[src/rtl/glpcm_pkg.sv]
`timescale 1ns / 1ps
`default_nettype none
// Shared types, constants and arithmetic helpers for the gamma PWM compare mapper.
// No dependencies; used by every other file in rtl/.

package glpcm_pkg;

	localparam int unsigned TABLE_STEPS_DEF = 4096;
	localparam int unsigned NUM_STAGES      = 9;
	localparam int unsigned PADDR_W         = 4;

	localparam logic [15:0] Q16_FULL     = 16'hFFFF;
	localparam logic [15:0] Q16_HALF     = 16'd32767;
	localparam logic [9:0]  PERMILLE_MAX = 10'd1000;

	// permille -> Q16: 65*p + (535*p + 500) / 1000, the divide by reciprocal
	localparam logic [15:0] PM_INT   = 16'd65;
	localparam logic [19:0] PM_FRAC  = 20'd535;
	localparam logic [19:0] PM_ROUND = 20'd500;
	localparam logic [20:0] PM_RECIP = 21'd1073742;
	localparam int unsigned PM_SHIFT = 30;

	localparam logic [15:0] PERIOD_RST = 16'd4199;

	localparam logic [1:0] REQ_LOAD   = 2'd0;
	localparam logic [1:0] REQ_LINEAR = 2'd1;
	localparam logic [1:0] REQ_RAW    = 2'd2;

	localparam logic [1:0] REG_TIMER_PERIOD   = 2'd0;
	localparam logic [1:0] REG_MIN_DUTY       = 2'd1;
	localparam logic [1:0] REG_ACTIVE_HIGH    = 2'd2;
	localparam logic [1:0] REG_OUTPUT_ENABLED = 2'd3;

	typedef struct packed {
		logic [15:0] timer_period;
		logic [15:0] min_nonzero_duty;
		logic        active_high;
		logic        output_enabled;
	} cfg_t;

	typedef struct packed {
		logic [NUM_STAGES:1] en;
		logic [NUM_STAGES:1] vld;
	} pipe_ctl_t;

	typedef struct packed {
		logic [15:0] compare;
		logic [15:0] duty;
		logic [9:0]  permille;
		logic        apply;
	} res_t;

	// floor(x / 65535): x = a*65535 + (a + b) with a = x[31:16], b = x[15:0]
	function automatic logic [16:0] div_q16_full(input logic [31:0] x);
		logic [16:0] t;
		logic [16:0] q;
		t = {1'b0, x[31:16]} + {1'b0, x[15:0]};
		q = {1'b0, x[31:16]};
		if (t >= 17'd131070) begin
			q = q + 17'd2;
		end else if (t >= 17'd65535) begin
			q = q + 17'd1;
		end
		return q;
	endfunction

	function automatic logic [15:0] raise_min(input logic [16:0] d, input logic [15:0] m);
		logic [16:0] r;
		r = d;
		if (d != 17'd0 && d < {1'b0, m}) begin
			r = {1'b0, m};
		end
		if (r > {1'b0, Q16_FULL}) begin
			r = {1'b0, Q16_FULL};
		end
		return r[15:0];
	endfunction

endpackage

`default_nettype wire

[src/rtl/glpcm_cfg.sv]
`timescale 1ns / 1ps
`default_nettype none
// APB register file: timer period, minimum duty, polarity, output enable.
// Depends on glpcm_pkg.

module glpcm_cfg (
	input  wire logic                          clk,
	input  wire logic                          arst_n,
	input  wire logic                          psel,
	input  wire logic                          penable,
	input  wire logic                          pwrite,
	input  wire logic [glpcm_pkg::PADDR_W-1:0] paddr,
	input  wire logic [31:0]                   pwdata,
	output logic      [31:0]                   prdata,
	output logic                               pready,
	output glpcm_pkg::cfg_t                    cfg
);
	import glpcm_pkg::*;

	cfg_t cfg_q;
	logic wr_hit;

	assign pready = 1'b1;
	assign wr_hit = psel && penable && pwrite;
	assign cfg    = cfg_q;

	always_ff @(posedge clk or negedge arst_n) begin
		if (!arst_n) begin
			cfg_q.timer_period     <= PERIOD_RST;
			cfg_q.min_nonzero_duty <= 16'd0;
			cfg_q.active_high      <= 1'b1;
			cfg_q.output_enabled   <= 1'b0;
		end else if (wr_hit) begin
			case (paddr[3:2])
				REG_TIMER_PERIOD:   cfg_q.timer_period     <= pwdata[15:0];
				REG_MIN_DUTY:       cfg_q.min_nonzero_duty <= pwdata[15:0];
				REG_ACTIVE_HIGH:    cfg_q.active_high      <= pwdata[0];
				REG_OUTPUT_ENABLED: cfg_q.output_enabled   <= pwdata[0];
				default: ;
			endcase
		end
	end

	always_comb begin
		case (paddr[3:2])
			REG_TIMER_PERIOD:   prdata = {16'd0, cfg_q.timer_period};
			REG_MIN_DUTY:       prdata = {16'd0, cfg_q.min_nonzero_duty};
			REG_ACTIVE_HIGH:    prdata = {31'd0, cfg_q.active_high};
			REG_OUTPUT_ENABLED: prdata = {31'd0, cfg_q.output_enabled};
			default:            prdata = 32'd0;
		endcase
	end

endmodule

`default_nettype wire

[config.mk]
export PLATFORM = sky130hd
export DESIGN_NAME = glpcm_cfg
export DESIGN_NICKNAME = d
export VERILOG_FILES = /design/src/rtl/glpcm_pkg.sv /design/src/rtl/glpcm_cfg.sv
export SDC_FILE = /design/constraint.sdc
export NUM_CORES = 1
export LEC_CHECK = 0
export BUFFER_PORTS_ARGS = -buffer_cell sky130_fd_sc_hd__buf_2
export CAP_MARGIN = 15
export CORE_MARGIN = 5
export CORE_UTILIZATION = 25
export DETAILED_ROUTE_END_ITERATION = 12
export MAX_ROUTING_LAYER = met4
export SLEW_MARGIN = 20
export SYNTH_ARGS = -nofsm -noshare
export SYNTH_HDL_FRONTEND = slang
export SYNTH_SLANG_ARGS = --single-unit
[constraint.sdc]
create_clock -name clk -period 2.3 [get_ports clk]
set_clock_uncertainty 0.1 [all_clocks]
set_input_delay 0.115 -clock clk [delete_from_list [all_inputs] [get_ports clk]]
set_output_delay 0.115 -clock clk [all_outputs]
set_load 0.02 [all_outputs]
; After elaboration in Yosys (flattened, before gate mapping)
; Cells that the tools add are included.
[totals]
regBits = 34
out_inout_bits = 67
[op_classes]
n_reduce_logical = 7
n_eq_ne = 3
muxes = 1
[ops]
columns = cell, n
row1 = one-hot mux 32 bit (4 select lines), 1
row2 = AND reduction 2 bit, 4
row3 = "== test 2 bit, second input constant", 2
row4 = "== test 2 x 1 -> 1 bit, second input constant", 1
row5 = logical AND 1 bit, 2
row6 = logical NOT 2 bit, 1

; Depth between registers and ports, before layout
; Gate-level depths: netlist of the first run.
[logic_depth]
word_depth = 3
mapped_depth = 6
mapped_depth_nobuf = 3

; Worst setup path after synthesis of the first run
; No wires, ideal clock.
[synth_path]
path_type = input-to-reg
startpoint = input paddr[3] in the netlist's numbering
endpoint = register cfg_q (netlist bit cfg[21])
n_path_buf = 2
setup_slack_ps = 849
arrival_ps = 1227
stages = 4
cell_sequence = buf_2 -> nor3_2 -> buf_4 -> mux2_2
[synth_via]
elab_chain_cells = 2
[synth_rtl]
columns = item, line
row1 = from (decl), glpcm_cfg.sv:12  ; input wire logic [glpcm_pkg::PADDR_W-1:0] paddr,
row2 = logical NOT 2 bit, glpcm_cfg.sv:34  ; case (paddr[3:2])
row3 = AND reduction 2 bit (no source line), --
row4 = to (decl), glpcm_cfg.sv:20  ; cfg_t cfg_q;
; Every way passes these cells.
; A chain may end at the register's enable or synchronous reset.

; Worst setup path in the final report of the first run
[layout_path]
startpoint = register cfg_q (netlist bit cfg[0])
endpoint = output prdata[0]
[layout_via]
elab_chain_cells = 1
[layout_rtl]
columns = item, line
row1 = one-hot mux 32 bit (4 select lines), glpcm_cfg.sv:45  ; case (paddr[3:2])
row2 = to (decl), glpcm_cfg.sv:14  ; output logic [31:0] prdata,
; Every way passes these cells. The select of a mux whose other input is x is not followed.

==> summary.md, run 1 <==
| Metric | Value |
|---|---|
| First-pass GRT wire length | 6.80 mm |
| RePlAce Congestion | 0.662 |
| Initial DRC Count | 28 |
| CP endpoint kind | primary output |
| Hold Crit Class | input port to flop |
| Max Root-Sink Buffers | 2 |
| Vias in the first global route | 1383 |
| Reported net switching power | 0.750 mW |
| Setup bufs post-CTS | 0 |
| Max reg flops | 34 |
| Post-DP HPWL | 3.09 mm |
| Die Span Y | 93.6 microns |
| Clk Latency, worst-skew pair | 0.27 ns |
| Cells after Synth | 132 |
| Max Fclk | 0.657 GHz |
| Starting Density | 25.7% |
| Synth area leaders | dfrtp_1 39%, mux2_2 15%, dfstp_2 11%, mux2_4 8.6%, mux2i_1 8.6% |
| Die Area | 0.00876 sq mm |
| H-tree Lvls | 2 |
| PD cells | 864 mW/mm^2 |
| Post-CTS sizing | 0 |
| Row cnt | 30 |
| Startpoint Class | flop |
| Pin count of the biggest net entering global routing | 35 |
| Sequential cell area | 860 sq um |
| Most common cell after layout, fill and taps aside | buf_2 |
| IO buf count | 72 |
| Fin Setup TNS | 0 ns |
| Clk pwr share | 21.8% |
| Nets | 264 |
| # setup viols final | 0 |
| Ant diodes | 0 |
| Post-synthesis register bit count | 34 |
| All-Layer GR Usage | 10.3% |
| Total clock sinks | 34 |
| Status | complete, no violations |
| Sw Share | 36.1% |
| Max Fanout on Critical Path | 3 |
| Inserted Clock Buffers | 5 |
| Largest area contributor in the netlist | dfrtp_1 |
| Minimum clock period | 1.52 ns |
| GR Overflow Total | 0 |
| Hold_buf cts | 17 |
| R2R Path End | cfg[3]$_DFFE_PN0P_ |
| Filler cell count | 681 |
| Routed wire per std cell | 13.2 microns |
| Metal3 WL | 284 microns |
| Post-synthesis sequential area ratio | 49.2% |
| CTS root buffer | clkbuf_8 |
| Critical Path RT | 2.09 ns |
| Core Box Area | 0.00679 sq mm |
| Most frequent cells in the layout | 72 x buf_2, 27 x dfrtp_1, 24 x mux2_2 |
| Netlist cell types | 18 |
| Placed Instance Area | 0.00214 sq mm |
| Mapped Area | 0.00175 sq mm |
| Period utilisation layout | 66.2% |
| I/O pins | 108 |
| Internal power | 1.33 mW |
| Worst Tran Pin Value | 0.760 ns |
| Drt drc | 0 |
| Post-place setup slack | 0.611 ns |
| Worst R2R Path Depth | 1 |
| FF-to-FF Start | cfg[3]$_DFFE_PN0P_ |
| Sequential group share of total power | 41.4% |
| Max-Cap Viols | 0 |
| RSZ-0062 raised after global routing | false |
| Fin. Hold Viols | 0 |
| Hold_ws | 0.222 ns |
| Post-Route M1 WL | 1.78 mm |
| Max VDD drop | 317 uV |
| Multi-input logic area | 754 sq um |
| DR vias/cell | 3.93 |
| Setup ws final | 0.778 ns |
| Hold Path Depth | 4 |
| Routed wire length | 4.22 mm |
| Area Overhead vs Synth | 37.5% |
| Mean Syn Cell Area | 13.2 sq um |
| Arr. time, crit path | 1.31 ns |
| Crit path kind | flop to primary output |
| Hold-critical path endpoint | cfg[1]$_DFFE_PN1P_ |
| Fin. max-slew vios | 0 |
| Die W | 93.6 microns |
| Met2 wire length | 2.13 mm |
| CTS tree | built |
| Top layer in use | met4 |
| Final Cell Area | 0.00240 sq mm |
| Gate power share | 36.9% |
| Final ANT Viol Nets | 0 |
| Drt first pass iters | 4 |
| Slew margin rel. | 49.3% |
| Initial antenna violation count | 0 |
| R2R setup slack | 1.42 ns |
| LEAKAGE | 1.25 nW |
| YS warnings | 0 |
| Register clock-pin slew on the reported worst setup and hold paths | 0.07 ns |
| Fraction of layout cells with a size suffix above 1 | 56.7% |
| Area share of the largest cell type after synthesis | 38.7% |
| Via count | 1257 |
| Min-Delay Startpoint | penable |
power by group through the flow:
| stage | Sequential [mW] | Combinational [mW] | Clock [mW] |
|---|---|---|---|
| 2_1_floorplan | 1.04 | 0.338 | 0 |
| 3_3_place_gp | 0.867 | 0.743 | 0 |
| 3_5_place_dp | 0.871 | 0.755 | 0 |
| 4_1_cts | 0.861 | 0.778 | 0.484 |
| 5_1_grt | 0.883 | 0.823 | 0.511 |
| 6_report | 0.859 | 0.766 | 0.452 |
worst max-delay path by stage:
stage	start	to	slack [ns]	depth (start not counted)
final	cfg[0]$_DFFE_PN0P_	prdata[0]	0.78	2
after global routing	cfg[0]$_DFFE_PN0P_	prdata[0]	0.73	2
after CTS	cfg[0]$_DFFE_PN0P_	prdata[0]	0.75	2
after detailed placement	paddr[3]	cfg[14]$_DFFE_PN0P_	0.61	4
after global placement	paddr[3]	cfg[16]$_DFFE_PN0P_	0.61	4
after floorplan	paddr[3]	cfg[21]$_DFFE_PN0P_	0.85	4
critical path, stage by stage, from the launching register on:
cell     delay [ns]
dfrtp_1        0.40
mux4_2         0.46
buf_2          0.17
synth_stat cells:
library cell,count
nor2_1,17
conb_1,2
buf_12,1
buf_6,2
nor3_2,1
buf_2,2
dfstp_2,7
inv_2,1
mux2_4,10
dfrtp_1,27
nand4_1,1
mux2i_1,15
nand3_1,1
buf_4,18
mux4_2,1
clkbuf_1,1
mux2_2,24
or3_1,1
metal layers:
layer  up-vias  track usage, %
li1        601               -
met1       601            11.7
met2        51            17.6
met3         4            2.74
met4         0            3.01
met5         -               -
cell type report:
type                            instances  area share, %
Clock buffer                            7           3.59
Clock inverter                          1          0.208
Inverter                                1          0.156
Multi-Input combinational cell         88           31.4
Sequential cell                        34           35.8
Tap cell                               96           5.00
Timing Repair Buffer                   93           23.9
metrics by stage:
| step | total power, mW | instances | utilization (%) |
|---|---|---|---|
| floorplan | 1.38 | 147 | - |
| global placement | 1.61 | 295 | 31.5 |
| detailed placement | 1.63 | 295 | 31.5 |
| CTS | 2.12 | 320 | 35.4 |
| global route | 2.22 | 320 | 35.4 |
| finish | 2.08 | 320 | 35.4 |
cells by family (layout without fill, tap and decap cells):
logic type	Yosys count	count (layout)	share of synthesized area, %
other	2	17	0.430
buffers and inverters	25	102	11.2
flip-flops	34	34	49.2
multiplexers	50	50	34.0
AND/OR/NAND/NOR	21	21	5.23
Power figures use the tool's default switching activity.
==> inputs of run 2 (changes only) <==
==> constraint.sdc (replaced) <==
create_clock -name clk -period 1.32 [get_ports clk]
set_clock_uncertainty 0.1 [all_clocks]
set_input_delay 0.066 -clock clk [delete_from_list [all_inputs] [get_ports clk]]
set_output_delay 0.066 -clock clk [all_outputs]
set_load 0.02 [all_outputs]
==> run 2 against run 1 <==
  * The run now ends with negative setup slack left
  * Core utilization is 1.6 points higher
  * Clock power is 74% higher
  * Worst hold slack worse by 0.12 ns
  * Routed wire length is 6.0% higher
  * Sequential cell count stayed put
  * Critical path depth stayed put
  * Critical path type unchanged
  * Highest routed layer unchanged
==> summary.md, run 2 (synthesized netlist as in run 1, its figures left out) <==
| Metric | Value |
|---|---|
| Fin. max-slew vios | 0 |
| Multi-input logic area | 754 sq um |
| Inserted Clock Buffers | 5 |
| Most common cell after layout, fill and taps aside | buf_2 |
| Routed wire length | 4.47 mm |
| Filler cell count | 678 |
| Critical Path RT | 1.15 ns |
| Total clock sinks | 34 |
| Ant diodes | 0 |
| Sequential cell area | 860 sq um |
| Max reg flops | 34 |
| Max Fclk | 0.693 GHz |
| Clk Latency, worst-skew pair | 0.27 ns |
| Fin Setup TNS | -0.123 ns |
| Internal power | 2.38 mW |
| Drt first pass iters | 4 |
| Gate power share | 38.3% |
| Status | complete, but fails checks |
| Register clock-pin slew on the reported worst setup and hold paths | 0.06 ns |
| Via count | 1323 |
| All-Layer GR Usage | 10.9% |
| PD cells | 1480 mW/mm^2 |
| I/O pins | 108 |
| Startpoint Class | flop |
| # setup viols final | 1 |
| Starting Density | 25.7% |
| Post-DP HPWL | 3.29 mm |
| Drt drc | 0 |
| GR Overflow Total | 0 |
| Sequential group share of total power | 40.5% |
| Max VDD drop | 761 uV |
| Row cnt | 30 |
| Area Overhead vs Synth | 43.6% |
| Fraction of layout cells with a size suffix above 1 | 58.5% |
| Nets | 274 |
| Failing checks | negative setup slack |
| LEAKAGE | 1.31 nW |
| Initial antenna violation count | 0 |
| Period utilisation layout | 109% |
| Total chip power | 3.70 mW |
| Crit path kind | flop to primary output |
| Max Root-Sink Buffers | 2 |
| CP endpoint kind | primary output |
| Hold Crit Class | input port to flop |
| Pin count of the biggest net entering global routing | 19 |
| Fin. Hold Viols | 0 |
| H-tree Lvls | 2 |
| Arr. time, crit path | 1.28 ns |
| DR vias/cell | 4.01 |
| Die Span Y | 93.6 microns |
| RePlAce Congestion | 0.723 |
| IO buf count | 72 |
| CTS root buffer | clkbuf_8 |
| Clk pwr share | 21.2% |
| Die W | 93.6 microns |
| Reported net switching power | 1.32 mW |
| Final ANT Viol Nets | 0 |
| Max Fanout on Critical Path | 2 |
| Initial DRC Count | 2 |
| Minimum clock period | 1.44 ns |
| RSZ-0062 raised after global routing | true |
| CTS tree | built |
| Sw Share | 35.8% |
| Most frequent cells in the layout | 66 x buf_2, 27 x dfrtp_1, 24 x mux2_2 |
| Routed wire per std cell | 13.6 microns |
| First-pass GRT wire length | 7.22 mm |
| Max-Cap Viols | 0 |
| Core Box Area | 0.00679 sq mm |
| Vias in the first global route | 1393 |
| Setup ws final | -0.123 ns |
| Die Area | 0.00876 sq mm |
run 2: cell types whose count changed in the layout (fill, tap and decap cells not counted), sizes merged:
cell  before  now
buf       76   86
run 2: worst paths after layout:
path                                      from                  end  slack, ns  depth (start not counted)
setup / recovery            cfg[0]$_DFFE_PN0P_            prdata[0]      -0.12                          2
hold / removal                        paddr[2]   cfg[0]$_DFFE_PN0P_       0.10                          4
setup reg to reg            cfg[0]$_DFFE_PN0P_   cfg[0]$_DFFE_PN0P_       0.23                          3
hold reg to reg            cfg[28]$_DFFE_PN0P_  cfg[28]$_DFFE_PN0P_       0.43                          1
max in group asynchronous               arst_n  cfg[23]$_DFFE_PN1P_       0.41                          3
min in group asynchronous               arst_n   cfg[7]$_DFFE_PN0P_       0.18                          2
run 2: final cells by class:
class                           count  share of cell area, %
Tap cell                           96                   4.79
Clock buffer                        7                   3.44
Inverter                            1                  0.150
Clock inverter                      1                  0.200
Multi-Input combinational cell     88                   30.1
Timing Repair Buffer              103                   27.1
Sequential cell                    34                   34.3
run 2: per-stage QoR:
stage	area [sq um]	cells	worst slack, ns	hold slack [ns]	utilization (%)
finish	2510	330	-0.123	0.102	36.9
global route	2510	330	-0.169	0.140	36.9
CTS	2490	329	-0.132	0.0918	36.6
detailed placement	2210	302	0.00110	-0.0601	32.5
global placement	2210	302	-0.000695	-0.0636	32.5
floorplan	1820	147	-0.0499	-0.330	-
run 2: power groups by stage:
stage                     Combinational, mW  Sequential (mW)  Clock, mW
final                                  1.42             1.50      0.785
after detailed placement               1.33             1.53          0
after global placement                 1.32             1.51          0
after global routing                   1.52             1.53      0.870
after floorplan                       0.595             1.81          0
after CTS                              1.41             1.50      0.832
run 2: routing by layer:
metal / global-route usage (%) / up-vias / routed length, microns
met5: - / - / 0
met4: 3.61 / 0 / 42
met3: 2.57 / 5 / 293
met2: 19.6 / 47 / 2430
met1: 11.9 / 650 / 1710
li1: - / 621 / -
run 2: what timing repair did:
item / in CTS / in global routing
gates resized for setup: 2 / 5
hold buffers: 17 / 0
setup endpoints to repair: 1 / 6
hold endpoints to repair: 66 / 0
buffers inserted: 2 / 1
run 2: worst max-delay path, stage by stage (launching register included):
cell and delay [ns]:
dfrtp_1 0.38, mux4_2 0.48, buf_6 0.15
==> inputs of run 3 (changes only) <==
--- a/config.mk
+++ b/config.mk
@@ -7,10 +7,13 @@
 export LEC_CHECK = 0
 export BUFFER_PORTS_ARGS = -buffer_cell sky130_fd_sc_hd__buf_2
 export CAP_MARGIN = 15
+export CELL_PAD_IN_SITES_DETAIL_PLACEMENT = 0
+export CELL_PAD_IN_SITES_GLOBAL_PLACEMENT = 1
 export CORE_MARGIN = 5
 export CORE_UTILIZATION = 25
 export DETAILED_ROUTE_END_ITERATION = 12
 export MAX_ROUTING_LAYER = met4
+export PLACE_DENSITY_LB_ADDON = 0.1
 export SLEW_MARGIN = 20
 export SYNTH_ARGS = -nofsm -noshare
 export SYNTH_HDL_FRONTEND = slang
==> run 3 against run 2 <==
  * The flow still finishes with violations (negative setup slack)
  * Cell count increased by 0.30%
  * Clock-buffer cell count unchanged
  * First-iteration DRC count rose to 5.5 times the previous value
  * Global-route usage rose by 0.12 points
  * Worst hold slack gained 0.030 ns
  * Register-to-register slack improved by 0.12 ns
  * Clock power about the same
  * Routed wire length increased by 3.4%
  * Via count decreased by 0.91%
  * Largest cell class unchanged
  * Largest power group unchanged
==> summary.md, run 3 (synthesized netlist as in run 1, its figures left out) <==
| Metric | Value |
|---|---|
| Status | complete, but fails checks |
| Failing checks | negative setup slack |
| Critical Path RT | 1.15 ns |
| Initial antenna violation count | 0 |
| Max-Cap Viols | 0 |
| Crit path kind | flop to primary output |
| Final ANT Viol Nets | 0 |
| Total clock sinks | 34 |
| Reported net switching power | 1.33 mW |
| Worst Path Buf+Inv | 1 |
| Period utilisation layout | 110% |
| Most common cell after layout, fill and taps aside | buf_2 |
| Critical path depth in cells | 2 |
| CP max stage delay | 0.46 ns |
| Drt drc | 0 |
| Sequential group share of total power | 40.5% |
| Final Cell Area | 0.00252 sq mm |
| Fin. max-slew vios | 0 |
| CP Launch Point | cfg[2]$_DFFE_PN0P_ |
| Register clock-pin slew on the reported worst setup and hold paths | 0.07 ns |
| Top delay family on crit path | multiplexers |
| Nets | 275 |
| Die W | 93.6 microns |
| Internal power | 2.38 mW |
| RSZ-0062 raised after global routing | true |
| Routed wire length | 4.63 mm |
| Gate power share | 38.3% |
| Die Area | 0.00876 sq mm |
| Max Root-Sink Buffers | 2 |
| Setup ws final | -0.134 ns |
| First-pass GRT wire length | 7.17 mm |
| PD cells | 1470 mW/mm^2 |
| Clk pwr share | 21.1% |
| Max reg flops | 34 |
| Slowest-stage cell, CP | mux4_2 |
| Post-DP HPWL | 3.57 mm |
| Max VDD drop | 571 uV |
| Minimum clock period | 1.45 ns |
| Placed cell count | 303 |
| Routed wire per std cell | 14.0 microns |
| RePlAce Congestion | 0.682 |
| GR Overflow Total | 0 |
| Sw Share | 35.8% |
| CP endpoint | prdata[0] |
| Fin. Hold Viols | 0 |
| CTS root buffer | clkbuf_8 |
| CP endpoint kind | primary output |
| Fraction of layout cells with a size suffix above 1 | 58.7% |
| LEAKAGE | 1.31 nW |
| I/O pins | 108 |
| CTS tree | built |
| Clk Latency, worst-skew pair | 0.28 ns |
| Via count | 1311 |
| Total chip power | 3.71 mW |
| Critical Path, Cell by Cell | mux4_2 -> buf_6 |
| Placed Instance Area | 0.00221 sq mm |
| Pin count of the biggest net entering global routing | 20 |
| H-tree Lvls | 2 |
| DR vias/cell | 3.96 |
| Die Span Y | 93.6 microns |
| R2R setup slack | 0.35 ns |
| Row cnt | 30 |
| Filler cell count | 687 |
| Worst R2R Path Depth | 2 |
| Max Fanout on Critical Path | 3 |
| Arr. time, crit path | 1.29 ns |
| All-Layer GR Usage | 11.1% |
| Drt first pass iters | 2 |
| Hold Crit Class | input port to async pin |
| Most frequent cells in the layout | 66 x buf_2, 27 x dfrtp_1, 24 x mux2_2 |
| Ant diodes | 0 |
| Startpoint Class | flop |
| Vias in the first global route | 1398 |
| Area Overhead vs Synth | 44.1% |
| Starting Density | 25.7% |
| Inserted Clock Buffers | 5 |
| Core Box Area | 0.00679 sq mm |
| Initial DRC Count | 11 |
| Max Fclk | 0.688 GHz |
| IO buf count | 72 |
| Post-place setup slack | -0.0659 ns |
| R2R Path End | cfg[0]$_DFFE_PN0P_ |
| FF-to-FF Start | cfg[0]$_DFFE_PN0P_ |
| # setup viols final | 1 |
| Final cell count without fillers | 331 |
==> run 3: cell types whose count changed in the layout (fill, tap and decap cells not counted) <==
| cell | previous run | this run |
|---|---|---|
| buf_4 | 17 | 18 |
==> run 3: through the flow <==
stage | util, % | TNS (ns) | hold slack, ns
finish | 37.0 | -0.134 | 0.133
global route | 37.0 | -0.366 | 0.158
CTS | 36.8 | -0.171 | 0.145
detailed placement | 32.6 | -0.923 | -0.0871
global placement | 32.6 | -0.864 | -0.0901
floorplan | - | -0.499 | -0.330
==> run 3: power groups by stage <==
stage	Combinational, mW	Sequential, mW	Clock (mW)
floorplan	0.595	1.81	0
global placement	1.33	1.52	0
detailed placement	1.34	1.53	0
CTS	1.42	1.51	0.822
global route	1.52	1.54	0.879
finish	1.42	1.50	0.783
==> run 3: how the worst min path moves through the flow <==
stage | slack [ns] | start | to | cells after the start
after floorplan | -0.33 | arst_n | cfg[0]$_DFFE_PN0P_ | 0
after global placement | -0.09 | arst_n | cfg[3]$_DFFE_PN0P_ | 1
after detailed placement | -0.09 | arst_n | cfg[3]$_DFFE_PN0P_ | 1
after CTS | 0.15 | arst_n | cfg[3]$_DFFE_PN0P_ | 2
after global routing | 0.16 | arst_n | cfg[3]$_DFFE_PN0P_ | 2
final | 0.13 | arst_n | cfg[3]$_DFFE_PN0P_ | 2
==> run 3: area by class of cell <==
| cell class | instances | area (sq um) | share of cell area (%) |
|---|---|---|---|
| clock buffer | 7 | 86.3 | 3.43 |
| clock inverter | 1 | 5.00 | 0.199 |
| inverter | 1 | 3.75 | 0.149 |
| multi-input combinational | 88 | 754 | 30.0 |
| sequential | 34 | 860 | 34.2 |
| tap | 96 | 120 | 4.77 |
| timing repair buffer | 104 | 687 | 27.3 |
==> run 3: repair_timing <==
action | in CTS | in global routing
endpoints found under the setup margin | 3 | 6
hold endpoints to repair | 65 | 0
pin swaps | 1 | 1
hold buffers | 17 | 0
resized for setup | 4 | 3
setup buffers | 2 | 1
==> run 3: layer usage <==
layer,wire [microns],global-route usage [%]
met5,0,-
met4,31,3.61
met3,306,3.14
met2,2460,19.6
met1,1830,11.9
